File: config.mk
export PLATFORM = sky130hd
export DESIGN_NAME = wheel_rate_damping_controller_flat
export DESIGN_NICKNAME = d
export VERILOG_FILES = /design/src/design/wrdc_pkg.sv /design/src/design/wrdc_sample_if.sv /design/src/design/wrdc_result_if.sv /design/src/design/wheel_rate_damping_controller.sv /design/src/flat_wrapper.sv
export SDC_FILE = /design/constraint.sdc
export NUM_CORES = 1
export LEC_CHECK = 0
export BUFFER_PORTS_ARGS = -buffer_cell sky130_fd_sc_hd__buf_2
export CAP_MARGIN = 40
export CORE_AREA = 3 3 244 246
export CTS_CLUSTER_DIAMETER = 100
export DETAILED_ROUTE_END_ITERATION = 8
export DIE_AREA = 0 0 247 249
export PLACE_DENSITY = 0.8
export SLEW_MARGIN = 10
export SYNTH_ARGS = -nofsm -noshare
export SYNTH_HDL_FRONTEND = slang
export SYNTH_SLANG_ARGS = --single-unit
File: constraint.sdc
create_clock -name i_clk -period 8.39 [get_ports i_clk]
set_input_delay 1.678 -clock i_clk [delete_from_list [all_inputs] [get_ports i_clk]]
set_output_delay 1.678 -clock i_clk [all_outputs]
set_load 0.03 [all_outputs]
File: src/design/wrdc_pkg.sv
// Shared types, constants and helpers for the wheel rate damping controller.
package wrdc_pkg;

    // Datapath width of rates and velocities (fixed by the Q8.16 fields)
    localparam int DATA_WIDTH = 24;

    // Register widths
    localparam int OFFSET_W = 24;
    localparam int ALPHA_W  = 17;
    localparam int MAG_W    = 23;
    localparam int GAIN_W   = 16;

    // APB port
    localparam int APB_DW   = 32;
    localparam int APB_AW   = 5;
    localparam int REG_IDX_W = 3;

    // Register map, by index
    localparam logic [REG_IDX_W-1:0] REG_RATE_OFFSET = 3'd0;
    localparam logic [REG_IDX_W-1:0] REG_FILTER_ALPHA = 3'd1;
    localparam logic [REG_IDX_W-1:0] REG_DEADBAND = 3'd2;
    localparam logic [REG_IDX_W-1:0] REG_DIR_THRESHOLD = 3'd3;
    localparam logic [REG_IDX_W-1:0] REG_RATE_GAIN = 3'd4;
    localparam logic [REG_IDX_W-1:0] REG_MIN_SPEED = 3'd5;
    localparam logic [REG_IDX_W-1:0] REG_MAX_SPEED = 3'd6;
    localparam logic [REG_IDX_W-1:0] REG_RAMP_STEP = 3'd7;

    // Reset values
    localparam logic [OFFSET_W-1:0] RST_RATE_OFFSET = 24'd0;
    localparam logic [ALPHA_W-1:0]  RST_FILTER_ALPHA = 17'd13107;
    localparam logic [MAG_W-1:0]    RST_DEADBAND = 23'd1311;
    localparam logic [MAG_W-1:0]    RST_DIR_THRESHOLD = 23'd19661;
    localparam logic [GAIN_W-1:0]   RST_RATE_GAIN = 16'd20480;
    localparam logic [MAG_W-1:0]    RST_MIN_SPEED = 23'd196608;
    localparam logic [MAG_W-1:0]    RST_MAX_SPEED = 23'd5242880;
    localparam logic [MAG_W-1:0]    RST_RAMP_STEP = 23'd3277;

    // Held direction codes (2-bit signed)
    localparam logic [1:0] DIR_NONE = 2'b00;
    localparam logic [1:0] DIR_POS  = 2'b01;
    localparam logic [1:0] DIR_NEG  = 2'b11;

    // Fractional bits dropped after each product
    localparam int FILT_SHIFT = 16;
    localparam int GAIN_SHIFT = 12;

    // Width of intermediate sums before saturation
    localparam int SAT_W = DATA_WIDTH + 4;

    // Sequencer states
    typedef enum logic [3:0] {
        ST_IDLE,
        ST_DIFF,
        ST_MUL_F,
        ST_FILT,
        ST_ABS,
        ST_MUL_G,
        ST_TARGET,
        ST_RAMP,
        ST_UPD,
        ST_OUT
    } t_state;

    // Saturate a wide signed sum to the datapath width
    function automatic logic signed [DATA_WIDTH-1:0] sat_data(
        input logic signed [SAT_W-1:0] v
    );
        logic signed [SAT_W-1:0] hi;
        logic signed [SAT_W-1:0] lo;
        hi = {{(SAT_W-DATA_WIDTH+1){1'b0}}, {(DATA_WIDTH-1){1'b1}}};
        lo = ~hi;
        if (v > hi) begin
            sat_data = hi[DATA_WIDTH-1:0];
        end else if (v < lo) begin
            sat_data = lo[DATA_WIDTH-1:0];
        end else begin
            sat_data = v[DATA_WIDTH-1:0];
        end
    endfunction

endpackage

File: src/design/wrdc_sample_if.sv
// Input channel: one gyro sample beat per control tick.
interface wrdc_sample_if;
    logic                                     valid;
    logic                                     ready;
    logic signed [wrdc_pkg::DATA_WIDTH-1:0]   gyro_rate;
    logic                                     restart;

    modport source (output valid, output gyro_rate, output restart, input ready);
    modport sink   (input valid, input gyro_rate, input restart, output ready);
endinterface

File: src/design/wrdc_result_if.sv
// Output channel: one result beat per control tick.
interface wrdc_result_if;
    logic                                     valid;
    logic                                     ready;
    logic signed [wrdc_pkg::DATA_WIDTH-1:0]   wheel_velocity;
    logic signed [wrdc_pkg::DATA_WIDTH-1:0]   target_velocity;
    logic signed [wrdc_pkg::DATA_WIDTH-1:0]   filtered_rate;
    logic signed [1:0]                        direction;

    modport source (output valid, output wheel_velocity, output target_velocity,
                    output filtered_rate, output direction, input ready);
    modport sink   (input valid, input wheel_velocity, input target_velocity,
                    input filtered_rate, input direction, output ready);
endinterface

File: src/design/wheel_rate_damping_controller.sv
// Wheel rate damping controller: offset, rate filter, target shaping and slew ramp.
// One gyro sample beat gives one result beat. Each accepted sample runs through the states
// DIFF, MUL_F, FILT, ABS, MUL_G, TARGET, RAMP, UPD and OUT; the result is registered on the
// output in OUT, then the sequencer returns to IDLE, the only state that takes a sample. The
// single shared bit-serial multiplier forms the filter product in MUL_F and the gain product
// in MUL_G; the other states are add, compare and ramp steps. A finished result sits in
// the output register while the next sample is already taken; the block stalls only if a
// result is still unclaimed when the following one is ready. Configuration registers sit
// on the APB port at byte address 4*index and are to be written only while the block is
// idle; the block itself does not enforce this. No clearing pass is needed after reset.
module wheel_rate_damping_controller (
    input  logic                              i_clk,
    input  logic                              i_rst_n,
    wrdc_sample_if.sink                       i_sample,
    wrdc_result_if.source                     o_result,
    input  logic                              psel,
    input  logic                              penable,
    input  logic                              pwrite,
    input  logic [wrdc_pkg::APB_AW-1:0]       paddr,
    input  logic [wrdc_pkg::APB_DW-1:0]       pwdata,
    output logic [wrdc_pkg::APB_DW-1:0]       prdata,
    output logic                              pready
);

    localparam int DW       = wrdc_pkg::DATA_WIDTH;
    localparam int MCAND_W  = DW + 1;
    localparam int MPL_W    = wrdc_pkg::ALPHA_W;
    localparam int ACC_W    = MCAND_W + MPL_W;
    localparam int DELTA_W  = ACC_W - wrdc_pkg::FILT_SHIFT;
    localparam int MAGP_W   = ACC_W - 1 - wrdc_pkg::GAIN_SHIFT;
    localparam int CNT_W    = $clog2(MPL_W);
    localparam logic [CNT_W-1:0] CNT_LAST = CNT_W'(MPL_W - 1);
    localparam int SW       = wrdc_pkg::SAT_W;
    localparam int MW       = wrdc_pkg::MAG_W;

    // Configuration registers
    logic signed [wrdc_pkg::OFFSET_W-1:0] r_rate_offset;
    logic [wrdc_pkg::ALPHA_W-1:0]         r_filter_alpha;
    logic [MW-1:0]                        r_deadband;
    logic [MW-1:0]                        r_dir_threshold;
    logic [wrdc_pkg::GAIN_W-1:0]          r_rate_gain;
    logic [MW-1:0]                        r_min_speed;
    logic [MW-1:0]                        r_max_speed;
    logic [MW-1:0]                        r_ramp_step;

    // Controller state
    logic signed [DW-1:0] r_rate_filter;
    logic [1:0]           r_held_dir;
    logic signed [DW-1:0] r_wheel_speed;

    // Working registers
    wrdc_pkg::t_state      r_state;
    wrdc_pkg::t_state      n_state;
    logic signed [DW-1:0]  r_gz;
    logic signed [MCAND_W-1:0] r_mcand;
    logic [MPL_W-1:0]      r_mplier;
    logic signed [ACC_W-1:0] r_acc;
    logic [CNT_W-1:0]      r_cnt;
    logic                  r_pass;
    logic signed [DW-1:0]  r_target;
    logic signed [MCAND_W-1:0] r_diff;

    // Output register
    logic                  r_out_valid;
    logic signed [DW-1:0]  r_out_wheel;
    logic signed [DW-1:0]  r_out_target;
    logic signed [DW-1:0]  r_out_filter;
    logic [1:0]            r_out_dir;

    // Combinational helpers
    logic                  cfg_wr;
    logic [wrdc_pkg::REG_IDX_W-1:0] cfg_idx;
    logic                  in_beat;
    logic                  out_free;
    logic signed [ACC_W-1:0] mul_sel;
    logic [MPL_W-1:0]      alpha_eff;
    logic signed [DELTA_W-1:0] delta;
    logic [DW-1:0]         abs_rate;
    logic                  abs_pass;
    logic [MAGP_W-1:0]     mag;
    logic [MAGP_W-1:0]     mag_lo;
    logic [MAGP_W-1:0]     mag_hi;
    logic signed [DW-1:0]  target_c;
    logic signed [MCAND_W-1:0] diff_raw;
    logic signed [MCAND_W-1:0] step_pos;
    logic signed [MCAND_W-1:0] diff_c;

    assign pready   = 1'b1;
    assign cfg_wr   = psel & penable & pwrite & pready;
    assign cfg_idx  = paddr[wrdc_pkg::APB_AW-1:2];
    assign in_beat  = i_sample.valid & i_sample.ready;
    assign out_free = ~r_out_valid | o_result.ready;

    assign i_sample.ready           = (r_state == wrdc_pkg::ST_IDLE);
    assign o_result.valid           = r_out_valid;
    assign o_result.wheel_velocity  = r_out_wheel;
    assign o_result.target_velocity = r_out_target;
    assign o_result.filtered_rate   = r_out_filter;
    assign o_result.direction       = r_out_dir;

    // Register file writes
    always_ff @(posedge i_clk) begin
        if (!i_rst_n) begin
            r_rate_offset   <= wrdc_pkg::RST_RATE_OFFSET;
            r_filter_alpha  <= wrdc_pkg::RST_FILTER_ALPHA;
            r_deadband      <= wrdc_pkg::RST_DEADBAND;
            r_dir_threshold <= wrdc_pkg::RST_DIR_THRESHOLD;
            r_rate_gain     <= wrdc_pkg::RST_RATE_GAIN;
            r_min_speed     <= wrdc_pkg::RST_MIN_SPEED;
            r_max_speed     <= wrdc_pkg::RST_MAX_SPEED;
            r_ramp_step     <= wrdc_pkg::RST_RAMP_STEP;
        end else if (cfg_wr) begin
            unique case (cfg_idx)
                wrdc_pkg::REG_RATE_OFFSET:   r_rate_offset <= pwdata[wrdc_pkg::OFFSET_W-1:0];
                wrdc_pkg::REG_FILTER_ALPHA:  r_filter_alpha <= pwdata[wrdc_pkg::ALPHA_W-1:0];
                wrdc_pkg::REG_DEADBAND:      r_deadband <= pwdata[MW-1:0];
                wrdc_pkg::REG_DIR_THRESHOLD: r_dir_threshold <= pwdata[MW-1:0];
                wrdc_pkg::REG_RATE_GAIN:     r_rate_gain <= pwdata[wrdc_pkg::GAIN_W-1:0];
                wrdc_pkg::REG_MIN_SPEED:     r_min_speed <= pwdata[MW-1:0];
                wrdc_pkg::REG_MAX_SPEED:     r_max_speed <= pwdata[MW-1:0];
                wrdc_pkg::REG_RAMP_STEP:     r_ramp_step <= pwdata[MW-1:0];
                default: ;
            endcase
        end
    end

    // Register read-back
    always_comb begin
        unique case (cfg_idx)
            wrdc_pkg::REG_RATE_OFFSET:
                prdata = {{(wrdc_pkg::APB_DW-wrdc_pkg::OFFSET_W){r_rate_offset[wrdc_pkg::OFFSET_W-1]}},
                          r_rate_offset};
            wrdc_pkg::REG_FILTER_ALPHA:
                prdata = {{(wrdc_pkg::APB_DW-wrdc_pkg::ALPHA_W){1'b0}}, r_filter_alpha};
            wrdc_pkg::REG_DEADBAND:      prdata = {{(wrdc_pkg::APB_DW-MW){1'b0}}, r_deadband};
            wrdc_pkg::REG_DIR_THRESHOLD: prdata = {{(wrdc_pkg::APB_DW-MW){1'b0}}, r_dir_threshold};
            wrdc_pkg::REG_RATE_GAIN:
                prdata = {{(wrdc_pkg::APB_DW-wrdc_pkg::GAIN_W){1'b0}}, r_rate_gain};
            wrdc_pkg::REG_MIN_SPEED:     prdata = {{(wrdc_pkg::APB_DW-MW){1'b0}}, r_min_speed};
            wrdc_pkg::REG_MAX_SPEED:     prdata = {{(wrdc_pkg::APB_DW-MW){1'b0}}, r_max_speed};
            wrdc_pkg::REG_RAMP_STEP:     prdata = {{(wrdc_pkg::APB_DW-MW){1'b0}}, r_ramp_step};
            default:                     prdata = '0;
        endcase
    end

    // Alpha above one acts as exactly one
    assign alpha_eff = r_filter_alpha[MPL_W-1] ? {1'b1, {(MPL_W-1){1'b0}}} : r_filter_alpha;

    // Serial multiplier: one multiplier bit per cycle, MSB first
    assign mul_sel = r_mplier[MPL_W-1]
                   ? {{(ACC_W-MCAND_W){r_mcand[MCAND_W-1]}}, r_mcand}
                   : '0;

    // Filter increment, floored by the arithmetic shift
    assign delta = r_acc[ACC_W-1:wrdc_pkg::FILT_SHIFT];

    // Rate magnitude and deadband test
    assign abs_rate = r_rate_filter[DW-1] ? (~r_rate_filter + 1'b1) : r_rate_filter;
    assign abs_pass = (abs_rate >= {{(DW-MW){1'b0}}, r_deadband});

    // Gain product, raised to the minimum then limited to the maximum
    assign mag    = r_acc[ACC_W-2:wrdc_pkg::GAIN_SHIFT];
    assign mag_lo = (mag < {{(MAGP_W-MW){1'b0}}, r_min_speed})
                  ? {{(MAGP_W-MW){1'b0}}, r_min_speed} : mag;
    assign mag_hi = (mag_lo > {{(MAGP_W-MW){1'b0}}, r_max_speed})
                  ? {{(MAGP_W-MW){1'b0}}, r_max_speed} : mag_lo;

    always_comb begin
        target_c = '0;
        if (r_pass && (r_held_dir != wrdc_pkg::DIR_NONE)) begin
            if (r_held_dir == wrdc_pkg::DIR_NEG) begin
                target_c = -$signed(mag_hi[DW-1:0]);
            end else begin
                target_c = $signed(mag_hi[DW-1:0]);
            end
        end
    end

    // Slew limit
    assign diff_raw = {r_target[DW-1], r_target} - {r_wheel_speed[DW-1], r_wheel_speed};
    assign step_pos = {{(MCAND_W-MW){1'b0}}, r_ramp_step};

    always_comb begin
        if (diff_raw > step_pos) begin
            diff_c = step_pos;
        end else if (diff_raw < -step_pos) begin
            diff_c = -step_pos;
        end else begin
            diff_c = diff_raw;
        end
    end

    // Sequencer state register
    always_ff @(posedge i_clk) begin
        if (!i_rst_n) begin
            r_state <= wrdc_pkg::ST_IDLE;
        end else begin
            r_state <= n_state;
        end
    end

    // Sequencer next state
    always_comb begin
        n_state = r_state;
        unique case (r_state)
            wrdc_pkg::ST_IDLE:   if (in_beat) n_state = wrdc_pkg::ST_DIFF;
            wrdc_pkg::ST_DIFF:   n_state = wrdc_pkg::ST_MUL_F;
            wrdc_pkg::ST_MUL_F:  if (r_cnt == CNT_LAST) n_state = wrdc_pkg::ST_FILT;
            wrdc_pkg::ST_FILT:   n_state = wrdc_pkg::ST_ABS;
            wrdc_pkg::ST_ABS:    n_state = wrdc_pkg::ST_MUL_G;
            wrdc_pkg::ST_MUL_G:  if (r_cnt == CNT_LAST) n_state = wrdc_pkg::ST_TARGET;
            wrdc_pkg::ST_TARGET: n_state = wrdc_pkg::ST_RAMP;
            wrdc_pkg::ST_RAMP:   n_state = wrdc_pkg::ST_UPD;
            wrdc_pkg::ST_UPD:    n_state = wrdc_pkg::ST_OUT;
            wrdc_pkg::ST_OUT:    if (out_free) n_state = wrdc_pkg::ST_IDLE;
            default:             n_state = wrdc_pkg::ST_IDLE;
        endcase
    end

    // Controller state: cleared by reset and by the restart bit
    always_ff @(posedge i_clk) begin
        if (!i_rst_n) begin
            r_rate_filter <= '0;
            r_held_dir    <= wrdc_pkg::DIR_NONE;
            r_wheel_speed <= '0;
        end else begin
            case (r_state)
                wrdc_pkg::ST_IDLE: begin
                    if (in_beat && i_sample.restart) begin
                        r_rate_filter <= '0;
                        r_held_dir    <= wrdc_pkg::DIR_NONE;
                        r_wheel_speed <= '0;
                    end
                end
                wrdc_pkg::ST_FILT: begin
                    r_rate_filter <= wrdc_pkg::sat_data(
                        SW'(r_rate_filter) + SW'(delta));
                end
                wrdc_pkg::ST_ABS: begin
                    // zero rate past a zero deadband counts as negative
                    if (abs_pass && (abs_rate > {{(DW-MW){1'b0}}, r_dir_threshold})) begin
                        r_held_dir <= (!r_rate_filter[DW-1] && (r_rate_filter != '0))
                                    ? wrdc_pkg::DIR_POS : wrdc_pkg::DIR_NEG;
                    end
                end
                wrdc_pkg::ST_UPD: begin
                    r_wheel_speed <= wrdc_pkg::sat_data(
                        SW'(r_wheel_speed) + SW'(r_diff));
                end
                default: ;
            endcase
        end
    end

    // Datapath working registers
    always_ff @(posedge i_clk) begin
        case (r_state)
            wrdc_pkg::ST_IDLE: begin
                r_gz <= wrdc_pkg::sat_data(SW'(i_sample.gyro_rate) - SW'(r_rate_offset));
            end
            wrdc_pkg::ST_DIFF: begin
                r_mcand  <= {r_gz[DW-1], r_gz} - {r_rate_filter[DW-1], r_rate_filter};
                r_mplier <= alpha_eff;
                r_acc    <= '0;
                r_cnt    <= '0;
            end
            wrdc_pkg::ST_ABS: begin
                r_pass   <= abs_pass;
                r_mcand  <= {1'b0, abs_rate};
                r_mplier <= {{(MPL_W-wrdc_pkg::GAIN_W){1'b0}}, r_rate_gain};
                r_acc    <= '0;
                r_cnt    <= '0;
            end
            wrdc_pkg::ST_MUL_F, wrdc_pkg::ST_MUL_G: begin
                r_acc    <= (r_acc <<< 1) + mul_sel;
                r_mplier <= r_mplier << 1;
                r_cnt    <= r_cnt + 1'b1;
            end
            wrdc_pkg::ST_TARGET: begin
                r_target <= target_c;
            end
            wrdc_pkg::ST_RAMP: begin
                r_diff <= diff_c;
            end
            default: ;
        endcase
    end

    // Output register
    always_ff @(posedge i_clk) begin
        if (!i_rst_n) begin
            r_out_valid <= 1'b0;
        end else if ((r_state == wrdc_pkg::ST_OUT) && out_free) begin
            r_out_valid <= 1'b1;
        end else if (o_result.ready) begin
            r_out_valid <= 1'b0;
        end
    end

    always_ff @(posedge i_clk) begin
        if ((r_state == wrdc_pkg::ST_OUT) && out_free) begin
            r_out_wheel  <= r_wheel_speed;
            r_out_target <= r_target;
            r_out_filter <= r_rate_filter;
            r_out_dir    <= r_held_dir;
        end
    end

endmodule

File: src/flat_wrapper.sv
// flat-port wrapper written by rule: the top's interface ports become plain ports
module wheel_rate_damping_controller_flat 
  (i_clk, i_rst_n, psel, penable, pwrite, paddr, pwdata, prdata, pready, i_sample_valid, i_sample_gyro_rate, i_sample_restart, i_sample_ready, o_result_valid, o_result_wheel_velocity, o_result_target_velocity, o_result_filtered_rate, o_result_direction, o_result_ready);
  wrdc_sample_if i_sample_i ();
  wrdc_result_if o_result_i ();
  input  logic i_clk;
  input  logic i_rst_n;
  input  logic psel;
  input  logic penable;
  input  logic pwrite;
  input  logic [wrdc_pkg::APB_AW-1:0] paddr;
  input  logic [wrdc_pkg::APB_DW-1:0] pwdata;
  output logic [wrdc_pkg::APB_DW-1:0] prdata;
  output logic pready;
  input wire logic [$bits(i_sample_i.valid)-1:0] i_sample_valid;
  input wire logic [$bits(i_sample_i.gyro_rate)-1:0] i_sample_gyro_rate;
  input wire logic [$bits(i_sample_i.restart)-1:0] i_sample_restart;
  output wire logic [$bits(i_sample_i.ready)-1:0] i_sample_ready;
  output wire logic [$bits(o_result_i.valid)-1:0] o_result_valid;
  output wire logic [$bits(o_result_i.wheel_velocity)-1:0] o_result_wheel_velocity;
  output wire logic [$bits(o_result_i.target_velocity)-1:0] o_result_target_velocity;
  output wire logic [$bits(o_result_i.filtered_rate)-1:0] o_result_filtered_rate;
  output wire logic [$bits(o_result_i.direction)-1:0] o_result_direction;
  input wire logic [$bits(o_result_i.ready)-1:0] o_result_ready;
  assign i_sample_i.valid = i_sample_valid;
  assign i_sample_i.gyro_rate = i_sample_gyro_rate;
  assign i_sample_i.restart = i_sample_restart;
  assign i_sample_ready = i_sample_i.ready;
  assign o_result_valid = o_result_i.valid;
  assign o_result_wheel_velocity = o_result_i.wheel_velocity;
  assign o_result_target_velocity = o_result_i.target_velocity;
  assign o_result_filtered_rate = o_result_i.filtered_rate;
  assign o_result_direction = o_result_i.direction;
  assign o_result_i.ready = o_result_ready;
  wheel_rate_damping_controller u_core (.i_clk(i_clk), .i_rst_n(i_rst_n), .i_sample(i_sample_i), .o_result(o_result_i), .psel(psel), .penable(penable), .pwrite(pwrite), .paddr(paddr), .pwdata(pwdata), .prdata(prdata), .pready(pready));
endmodule
==> impl_summary.log, run 1 <==
[metrics] outcome: complete, no violations
[metrics] worst stage delay on the critical path: around 0.63 ns
[metrics] Post-Synth Adder-Cell Area: approximately 13%
[metrics] # rows: 88
[metrics] nets in the synthesized netlist: between 4k and 5k
[metrics] number of pins with negative max-slew slack in the final report: 0
[metrics] total half-perimeter wirelength after legalization and detailed placement: 76,100 um
[metrics] clock buffer count from CTS: 52
[metrics] final count of negative-setup-slack endpoints: 0
[metrics] number of resized instances in the post-cts repair step: 0
[metrics] Synth Area in Simple Gates: roughly 17%
[metrics] overall via count from detail_route: ~28k
[metrics] Synth area leaders: edfxtp_1 23%, dfxtp_1 14%, ha_1 12%
[metrics] CTS HTree Levels: 2
[metrics] clock tree from TritonCTS: built
[metrics] Critical Path Stages: 20
[metrics] overall routing resource usage: between 30% and 40%
[metrics] sequential-to-total area share from yosys stat: a little under two fifths
[metrics] Initial Util: a little over half
[metrics] unrepaired setup endpoints after global routing: false
[metrics] critical path, cell by cell: or4_4, or3_4, nor2_2, and2_1, nand2_1, a21oi_1, inv_1, ha_1, and4_1, and3_2, a21boi_0, o311ai_2, nand2_1, o21ai_0, ha_1, nor4b_4, nand3_2, o41ai_2, xnor2_1, nor2_1
[metrics] HP Class: reg2reg
[metrics] Main synth FF type: edfxtp_1
[metrics] number of different library cells in the post-synthesis netlist: 102
[metrics] number of antenna-violating nets in the routed design: 0
[metrics] Max-slew headroom: 38.3%
[metrics] static power due to leakage: approximately 0.014 uW
[metrics] GR Overflow Total: 0
[metrics] post-route setup TNS: 0 ns
[metrics] path type of the worst setup path: reg2reg
[metrics] Ports: 178
[metrics] first-pass GRT wire length: 153,000 um
[metrics] post-layout total power: about 8700 uW
[metrics] Synth top area share: between 20% and 30%
[metrics] CTS Buffer Depth: 3
[metrics] Post-Synth XOR/XNOR Area: about 5.4%
[metrics] leading cell type by number of instances after synthesis: nand2_1
[metrics] worst voltage drop across the vdd grid: approximately 180 uV
[metrics] combined area of all synthesized cells: 0.0315 mm2
[metrics] cell taking the most area after synthesis: edfxtp_1
[metrics] DRC violations left: 0
[metrics] overall routed net length: ~100,000 um
[metrics] Final Util: between 60% and 70%
[metrics] post-synthesis mux area share: about 1.3%
[metrics] Critical Path RT: 8.77 ns
[metrics] biggest fanout along the worst timing path: 15
[metrics] depth of the worst register-to-register path: 20
[metrics] drt pass-1 iters: 6
[metrics] total die area: between 0.06 and 0.07 mm2
[metrics] Final #Nets: a little over 4k
[metrics] data arrival at the endpoint of the critical path: around 7.3 ns
[metrics] number of antenna violations at the first check in global routing: 4
[metrics] vias per cell: around 6.3
[metrics] TritonCTS sink count: between 400 and 500
[metrics] number of antenna cells inserted: 0
[metrics] kind of cell adding the most delay to the critical path: simple AND/OR/NAND/NOR gates
[metrics] buffer and inverter count on the worst path: 1
[metrics] Root Buffer Master: clkbuf_16
[metrics] number of instances in the synthesized netlist: 3,643
[metrics] via count of the first global-routing pass: about 26k
[metrics] kind of launch point of the worst setup path: flip-flop
[metrics] insertion delay of the later-clocked pin in the worst-skew pair: roughly 0.65 ns
[metrics] most frequent cells after synthesis: 502 x nand2_1, 421 x a21oi_1, 306 x ha_1
[metrics] count of buffers added by post-CTS timing repair for setup: 0
[metrics] setup clock skew after layout: 0.0395 ns
[metrics] slew at the pin closest to its max-slew limit: between 0.9 and 1 ns
[metrics] Die Y-Extent: roughly 250 um
[metrics] setup slack of the critical path after layout: 1.48 ns
[metrics] final hold slack: approximately 0.45 ns
[metrics] number of enable flip-flop cells after synthesis: 237
[metrics] Synth Register Bits: about 460
[metrics] share of cells above drive strength 1: between 10% and 20%
[metrics] Hold Path Stages: 2
[metrics] placer congestion estimate: between 1 and 1.5
[metrics] hold buffer count at cts: 0
[metrics] Critical Path End Type: flip-flop
[metrics] standard cell core area: roughly 0.058 mm2
[metrics] drt initial violations: 3,065
[metrics] Async SR Flop Fraction: 0%
[metrics] part of the cycle the worst path needs: between 80% and 90%
[metrics] number of hold-slack violations in the final timing report: 0
[metrics] max-cap viol count: 0
[metrics] crit path time final: about 7 ns
[metrics] library cell contributing the largest single delay on the critical path: or4_4
[metrics] fmax: 0.145 GHz
[metrics] Area Overhead vs Synth: 11.1%
[metrics] Synth Area in Compound Gates: 21.5%
[metrics] routed wirelength normalized by instance count: 22.3 um
[metrics] Clock Pin Slew Worst Setup and Hold Paths: about 0.07 ns
[metrics] total of warnings raised by yosys: 0
[metrics] power per unit of standard cell area: around 250 mW/mm2
[metrics] Mean Syn Cell Area: 8.64 um2
[metrics] filler cell count in the final layout: slightly below 5k
[metrics] Die Wd: roughly 250 um
[metrics] largest net degree at the start of global routing: 70
[metrics] main combinational cell family by area after synthesis: compound AO/OA/AOI/OAI gates
[metrics] Port Buf Inserts: 166
[metrics] Setup WS pre-CTS: approximately 1.6 ns
worst register-to-register path, cell delays in order (launching register included):
cell and delay, ns:
edfxtp_1 0.45, or4_4 0.63, or3_4 0.39, nor2_2 0.13, and2_1 0.36, nand2_1 0.45
a21oi_1 0.50, inv_1 0.09, ha_1 0.29, and4_1 0.22, and3_2 0.23, a21boi_0 0.13
o311ai_2 0.62, nand2_1 0.46, o21ai_0 0.38, ha_1 0.27, nor4b_4 0.28, nand3_2 0.20
o41ai_2 0.39, xnor2_1 0.16, nor2_1 0.06
path summary, 6_finish.rpt:
path | startpoint | end | slack [ns]
max | u_core.r_acc[40] | u_core.r_target[22] | 1.48
min | u_core.r_rate_offset[16] | u_core.r_rate_offset[16] | 0.45
max reg2reg | u_core.r_acc[40] | u_core.r_target[22] | 1.48
min reg2reg | u_core.r_rate_offset[16] | u_core.r_rate_offset[16] | 0.45
per-stage QoR:
step / instance area (um2) / instances
after CTS: 34900 / 4551
final: 34900 / 4552
after detailed placement: 33000 / 4453
after global placement: 32900 / 4445
after floorplan: 31500 / 3643
after global routing: 34900 / 4552
report_power, final:
group          internal (uW)  switching, uW
registers               2790            316
logic                   1190           1900
clock network           1500           1040
total                   5490           3260
area by class of cell:
| class | instances | area (um2) | share of cell area (%) |
|---|---|---|---|
| Inverter | 256 | 963 | 2.76 |
| Clock inverter | 37 | 529 | 1.51 |
| Multi-Input combinational cell | 2750 | 18200 | 52.0 |
| Tap cell | 765 | 957 | 2.74 |
| Timing Repair Buffer | 219 | 1290 | 3.71 |
| Sequential cell | 464 | 11700 | 33.4 |
| Clock buffer | 61 | 1380 | 3.93 |
sequential cells by signal, summed over array words and instances (netlist names), 24 cells and up:
| name | flops |
|---|---|
| u_core.o_result.filtered_rate | 24 |
| u_core.r_diff | 25 |
| u_core.r_wheel_speed | 24 |
| u_core.r_rate_offset | 24 |
| u_core.o_result.target_velocity | 24 |
| u_core.r_gz | 24 |
| u_core.r_acc | 42 |
| u_core.r_target | 24 |
| u_core.r_rate_filter | 24 |
| u_core.r_mcand | 25 |
| u_core.o_result.wheel_velocity | 24 |
cells by family (layout without fill, tap and decap cells):
kind of cell,after synthesis,in the layout
other,1,1
and+or+nand+nor,1131,1131
buffers and inverters,429,573
AOI/OAI and AO/OA,1073,1073
muxes,34,34
adders and majority gates,316,316
xor gates and xnor gates,195,195
DFF,464,464
layer usage:
metal  routed length, um  track usage, %  vias up
met5                  32               0        -
met2               44500            50.1     1491
li1                    -               -    13318
met4                5820            15.4        6
met3               10700            5.96      304
met1               40400            42.6    13374
layout by cell type (no fill, tap or decap), drive strengths merged, types with 74 or more instances in the layout:
cell / Yosys / routed
xor2: 74 / 74
nor2: 242 / 242
edfxtp: 237 / 237
xnor2: 121 / 121
dfxtp: 227 / 227
a21oi: 421 / 421
inv: 255 / 259
o21ai: 196 / 196
a21o: 87 / 87
nand2: 503 / 503
ha: 306 / 306
buf: 21 / 219
No activity file was read; power rests on OpenSTA's default activity.
==> run 2: changes to the inputs <==
--- a/config.mk
+++ b/config.mk
@@ -11,7 +11,7 @@
 export CTS_CLUSTER_DIAMETER = 100
 export DETAILED_ROUTE_END_ITERATION = 8
 export DIE_AREA = 0 0 247 249
-export PLACE_DENSITY = 0.8
+export PLACE_DENSITY = 0.83
 export SLEW_MARGIN = 10
 export SYNTH_ARGS = -nofsm -noshare
 export SYNTH_HDL_FRONTEND = slang
==> constraint.sdc (replaced) <==
create_clock -name i_clk -period 5.8 [get_ports i_clk]
set_input_delay 1.16 -clock i_clk [delete_from_list [all_inputs] [get_ports i_clk]]
set_output_delay 1.16 -clock i_clk [all_outputs]
set_load 0.03 [all_outputs]
==> impl_summary.log, run 2 (same netlist as run 1, synthesis figures left out) <==
[metrics] max FFs per register: 42
[metrics] # rows: about 90
[metrics] number of pins with negative max-slew slack in the final report: 0
[metrics] Die Wd: 247 um
[metrics] placer congestion estimate: between 1 and 1.5
[metrics] DRC violations left: 0
[metrics] worst voltage drop across the vdd grid: approximately 260 uV
[metrics] share of cells above drive strength 1: a little under an eighth
[metrics] path type of the worst setup path: reg2reg
[metrics] cell internal pwr: 8070 uW
[metrics] Root Buffer Master: clkbuf_16
[metrics] TritonCTS sink count: 464
[metrics] insertion delay of the later-clocked pin in the worst-skew pair: 0.64 ns
[metrics] Final #Nets: between 4k and 5k
[metrics] setup slack of the critical path after layout: 0.213 ns
[metrics] buffer and inverter count on the worst path: 3
[metrics] critical path, cell by cell: inv_1, ha_1, nand4_1, or4_4, o21bai_1, o31a_1, nand2_1, buf_6, o21ai_0, ha_1, nand2_1, nor4_4, nand3_2, o311ai_4, buf_4, a21oi_1, a31o_1, a2111oi_4, nand3_2, o41ai_2, xnor2_1, nor2_1
[metrics] overall via count from detail_route: 29.0k
[metrics] Net Switching: roughly 4700 uW
[metrics] Clock Pin Slew Worst Setup and Hold Paths: approximately 0.07 ns
[metrics] final hold slack: 0.454 ns
[metrics] setup clock skew after layout: 0.0435 ns
[metrics] kind of launch point of the worst setup path: flip-flop
[metrics] Max-slew headroom: about a third
[metrics] Ports: between 150 and 200
[metrics] crit path time final: between 5 and 6 ns
[metrics] routed wirelength normalized by instance count: around 23 um
[metrics] Setup WS pre-CTS: ~0.0085 ns
[metrics] CTS HTree Levels: 2
[metrics] overall routing resource usage: around a third
[metrics] slew at the pin closest to its max-slew limit: 0.976 ns
[metrics] combinational group share of total power: between 30% and 40%
[metrics] most frequent standard cell in the layout excluding fill and tap cells: nand2_1
[metrics] standard cell core area: 0.0576 mm2
[metrics] HP Class: reg2reg
[metrics] commonest cells after routing, fill and taps aside: 501 x nand2_1, 417 x a21oi_1, 305 x ha_1
[metrics] CTS Buffer Depth: 3
[metrics] post-layout total power: 12,800 uW
[metrics] number of hold-slack violations in the final timing report: 0
[metrics] drt initial violations: between 3k and 4k
[metrics] number of antenna-violating nets in the routed design: 0
[metrics] filler cell count in the final layout: 4,819
[metrics] drt pass-1 iters: 8
[metrics] static power due to leakage: around 0.014 uW
[metrics] part of the cycle the worst path needs: a little over nine tenths
[metrics] share of power burned in registers: about a third
[metrics] number of antenna violations at the first check in global routing: 3
[metrics] Area Overhead vs Synth: 13.0%
[metrics] via count of the first global-routing pass: roughly 27k
[metrics] vias per cell: 6.28
[metrics] biggest fanout along the worst timing path: 21
[metrics] clock tree from TritonCTS: built
[metrics] outcome: complete, no violations
[metrics] kind of cell adding the most delay to the critical path: compound AO/OA/AOI/OAI gates
[metrics] non-filler cells, final: 4,618
[metrics] Initial Util: between 50% and 60%
[metrics] data arrival at the endpoint of the critical path: between 5 and 6 ns
[metrics] total die area: ~0.062 mm2
[metrics] first-pass GRT wire length: 156,000 um
[metrics] fraction of power spent switching nets: 36.8%
[metrics] Die Y-Extent: about 250 um
[metrics] Critical Path End Type: flip-flop
[metrics] setup slack of the worst register-to-register path: ~0.21 ns
[metrics] worst stage delay on the critical path: 0.54 ns
[metrics] library cell contributing the largest single delay on the critical path: or4_4
[metrics] register bank with the most flops: u_core.r_acc
[metrics] proportion of power drawn by the clock network: between 20% and 30%
[metrics] GR Overflow Total: 0
[metrics] final count of negative-setup-slack endpoints: 0
[metrics] Port Buf Inserts: ~170
[metrics] max-cap viol count: 0
[metrics] largest net degree at the start of global routing: 64
[metrics] overall routed net length: 105,000 um
[metrics] fmax: 0.179 GHz
[metrics] post-route setup TNS: 0 ns
[metrics] placed cells: ~4.5k
[metrics] total half-perimeter wirelength after legalization and detailed placement: just under 80,000 um
[metrics] Critical Path RT: ~6.2 ns
[metrics] biggest registers after layout: u_core.r_acc (42), u_core.r_diff (25), u_core.r_mcand (25)
[metrics] clock buffer count from CTS: 53
[metrics] power per unit of standard cell area: 359 mW/mm2
==> run 2: repair_timing <==
item	in CTS	in global routing
gates resized for setup	1	23
pin swaps	0	9
hold buffers	0	0
buffers inserted	0	9
endpoints found under the setup margin	1	40
gates cloned	0	1
==> run 2: layout make-up <==
class,instances,area (um2),area share [%]
multi-input cells,2751,18300,51.4
diodes,2,5.00,0.0141
well taps,765,957,2.69
clock buffers,76,1530,4.29
inverters,256,963,2.71
clock inverters,23,373,1.05
flip-flops and latches,464,11700,32.8
repair buffers,281,1800,5.07
==> run 2: final timing paths <==
check | from | depth (start not counted) | end
setup / recovery | u_core.r_min_speed[19] | 22 | u_core.r_target[21]
setup reg to reg | u_core.r_min_speed[19] | 22 | u_core.r_target[21]
hold reg to reg | u_core.r_rate_offset[6] | 2 | u_core.r_rate_offset[6]
hold / removal | u_core.r_rate_offset[6] | 2 | u_core.r_rate_offset[6]
==> run 2: routing by layer <==
metal | global-route usage [%] | routed length [um] | part of all wire (%)
met5 | 0 | 20 | 0.019
met1 | 44.5 | 41800 | 40
met3 | 5.47 | 11200 | 11
met2 | 49.9 | 44600 | 43
met4 | 18.3 | 6950 | 6.6
==> run 2: power groups by stage <==
stage / Combinational (uW) / Sequential, uW / Clock, uW
floorplan: 3340 / 4300 / 0
global placement: 4490 / 4400 / 0
detailed placement: 4590 / 4410 / 0
CTS: 4630 / 4350 / 3660
global route: 5230 / 4380 / 3790
finish: 4770 / 4360 / 3650
==> run 2: through the flow <==
stage / utilization (%) / cell area [um2]
2_1_floorplan: - / 31500
3_3_place_gp: 58.0 / 33400
3_5_place_dp: 58.2 / 33500
4_1_cts: 61.5 / 35400
5_1_grt: 61.8 / 35600
6_report: 61.8 / 35600
==> run 2: tightest hold or removal path, stage by stage, from the launching register on <==
cell and delay [ns]:
dfxtp_1 0.31, nand2_1 0.05, a21oi_1 0.05
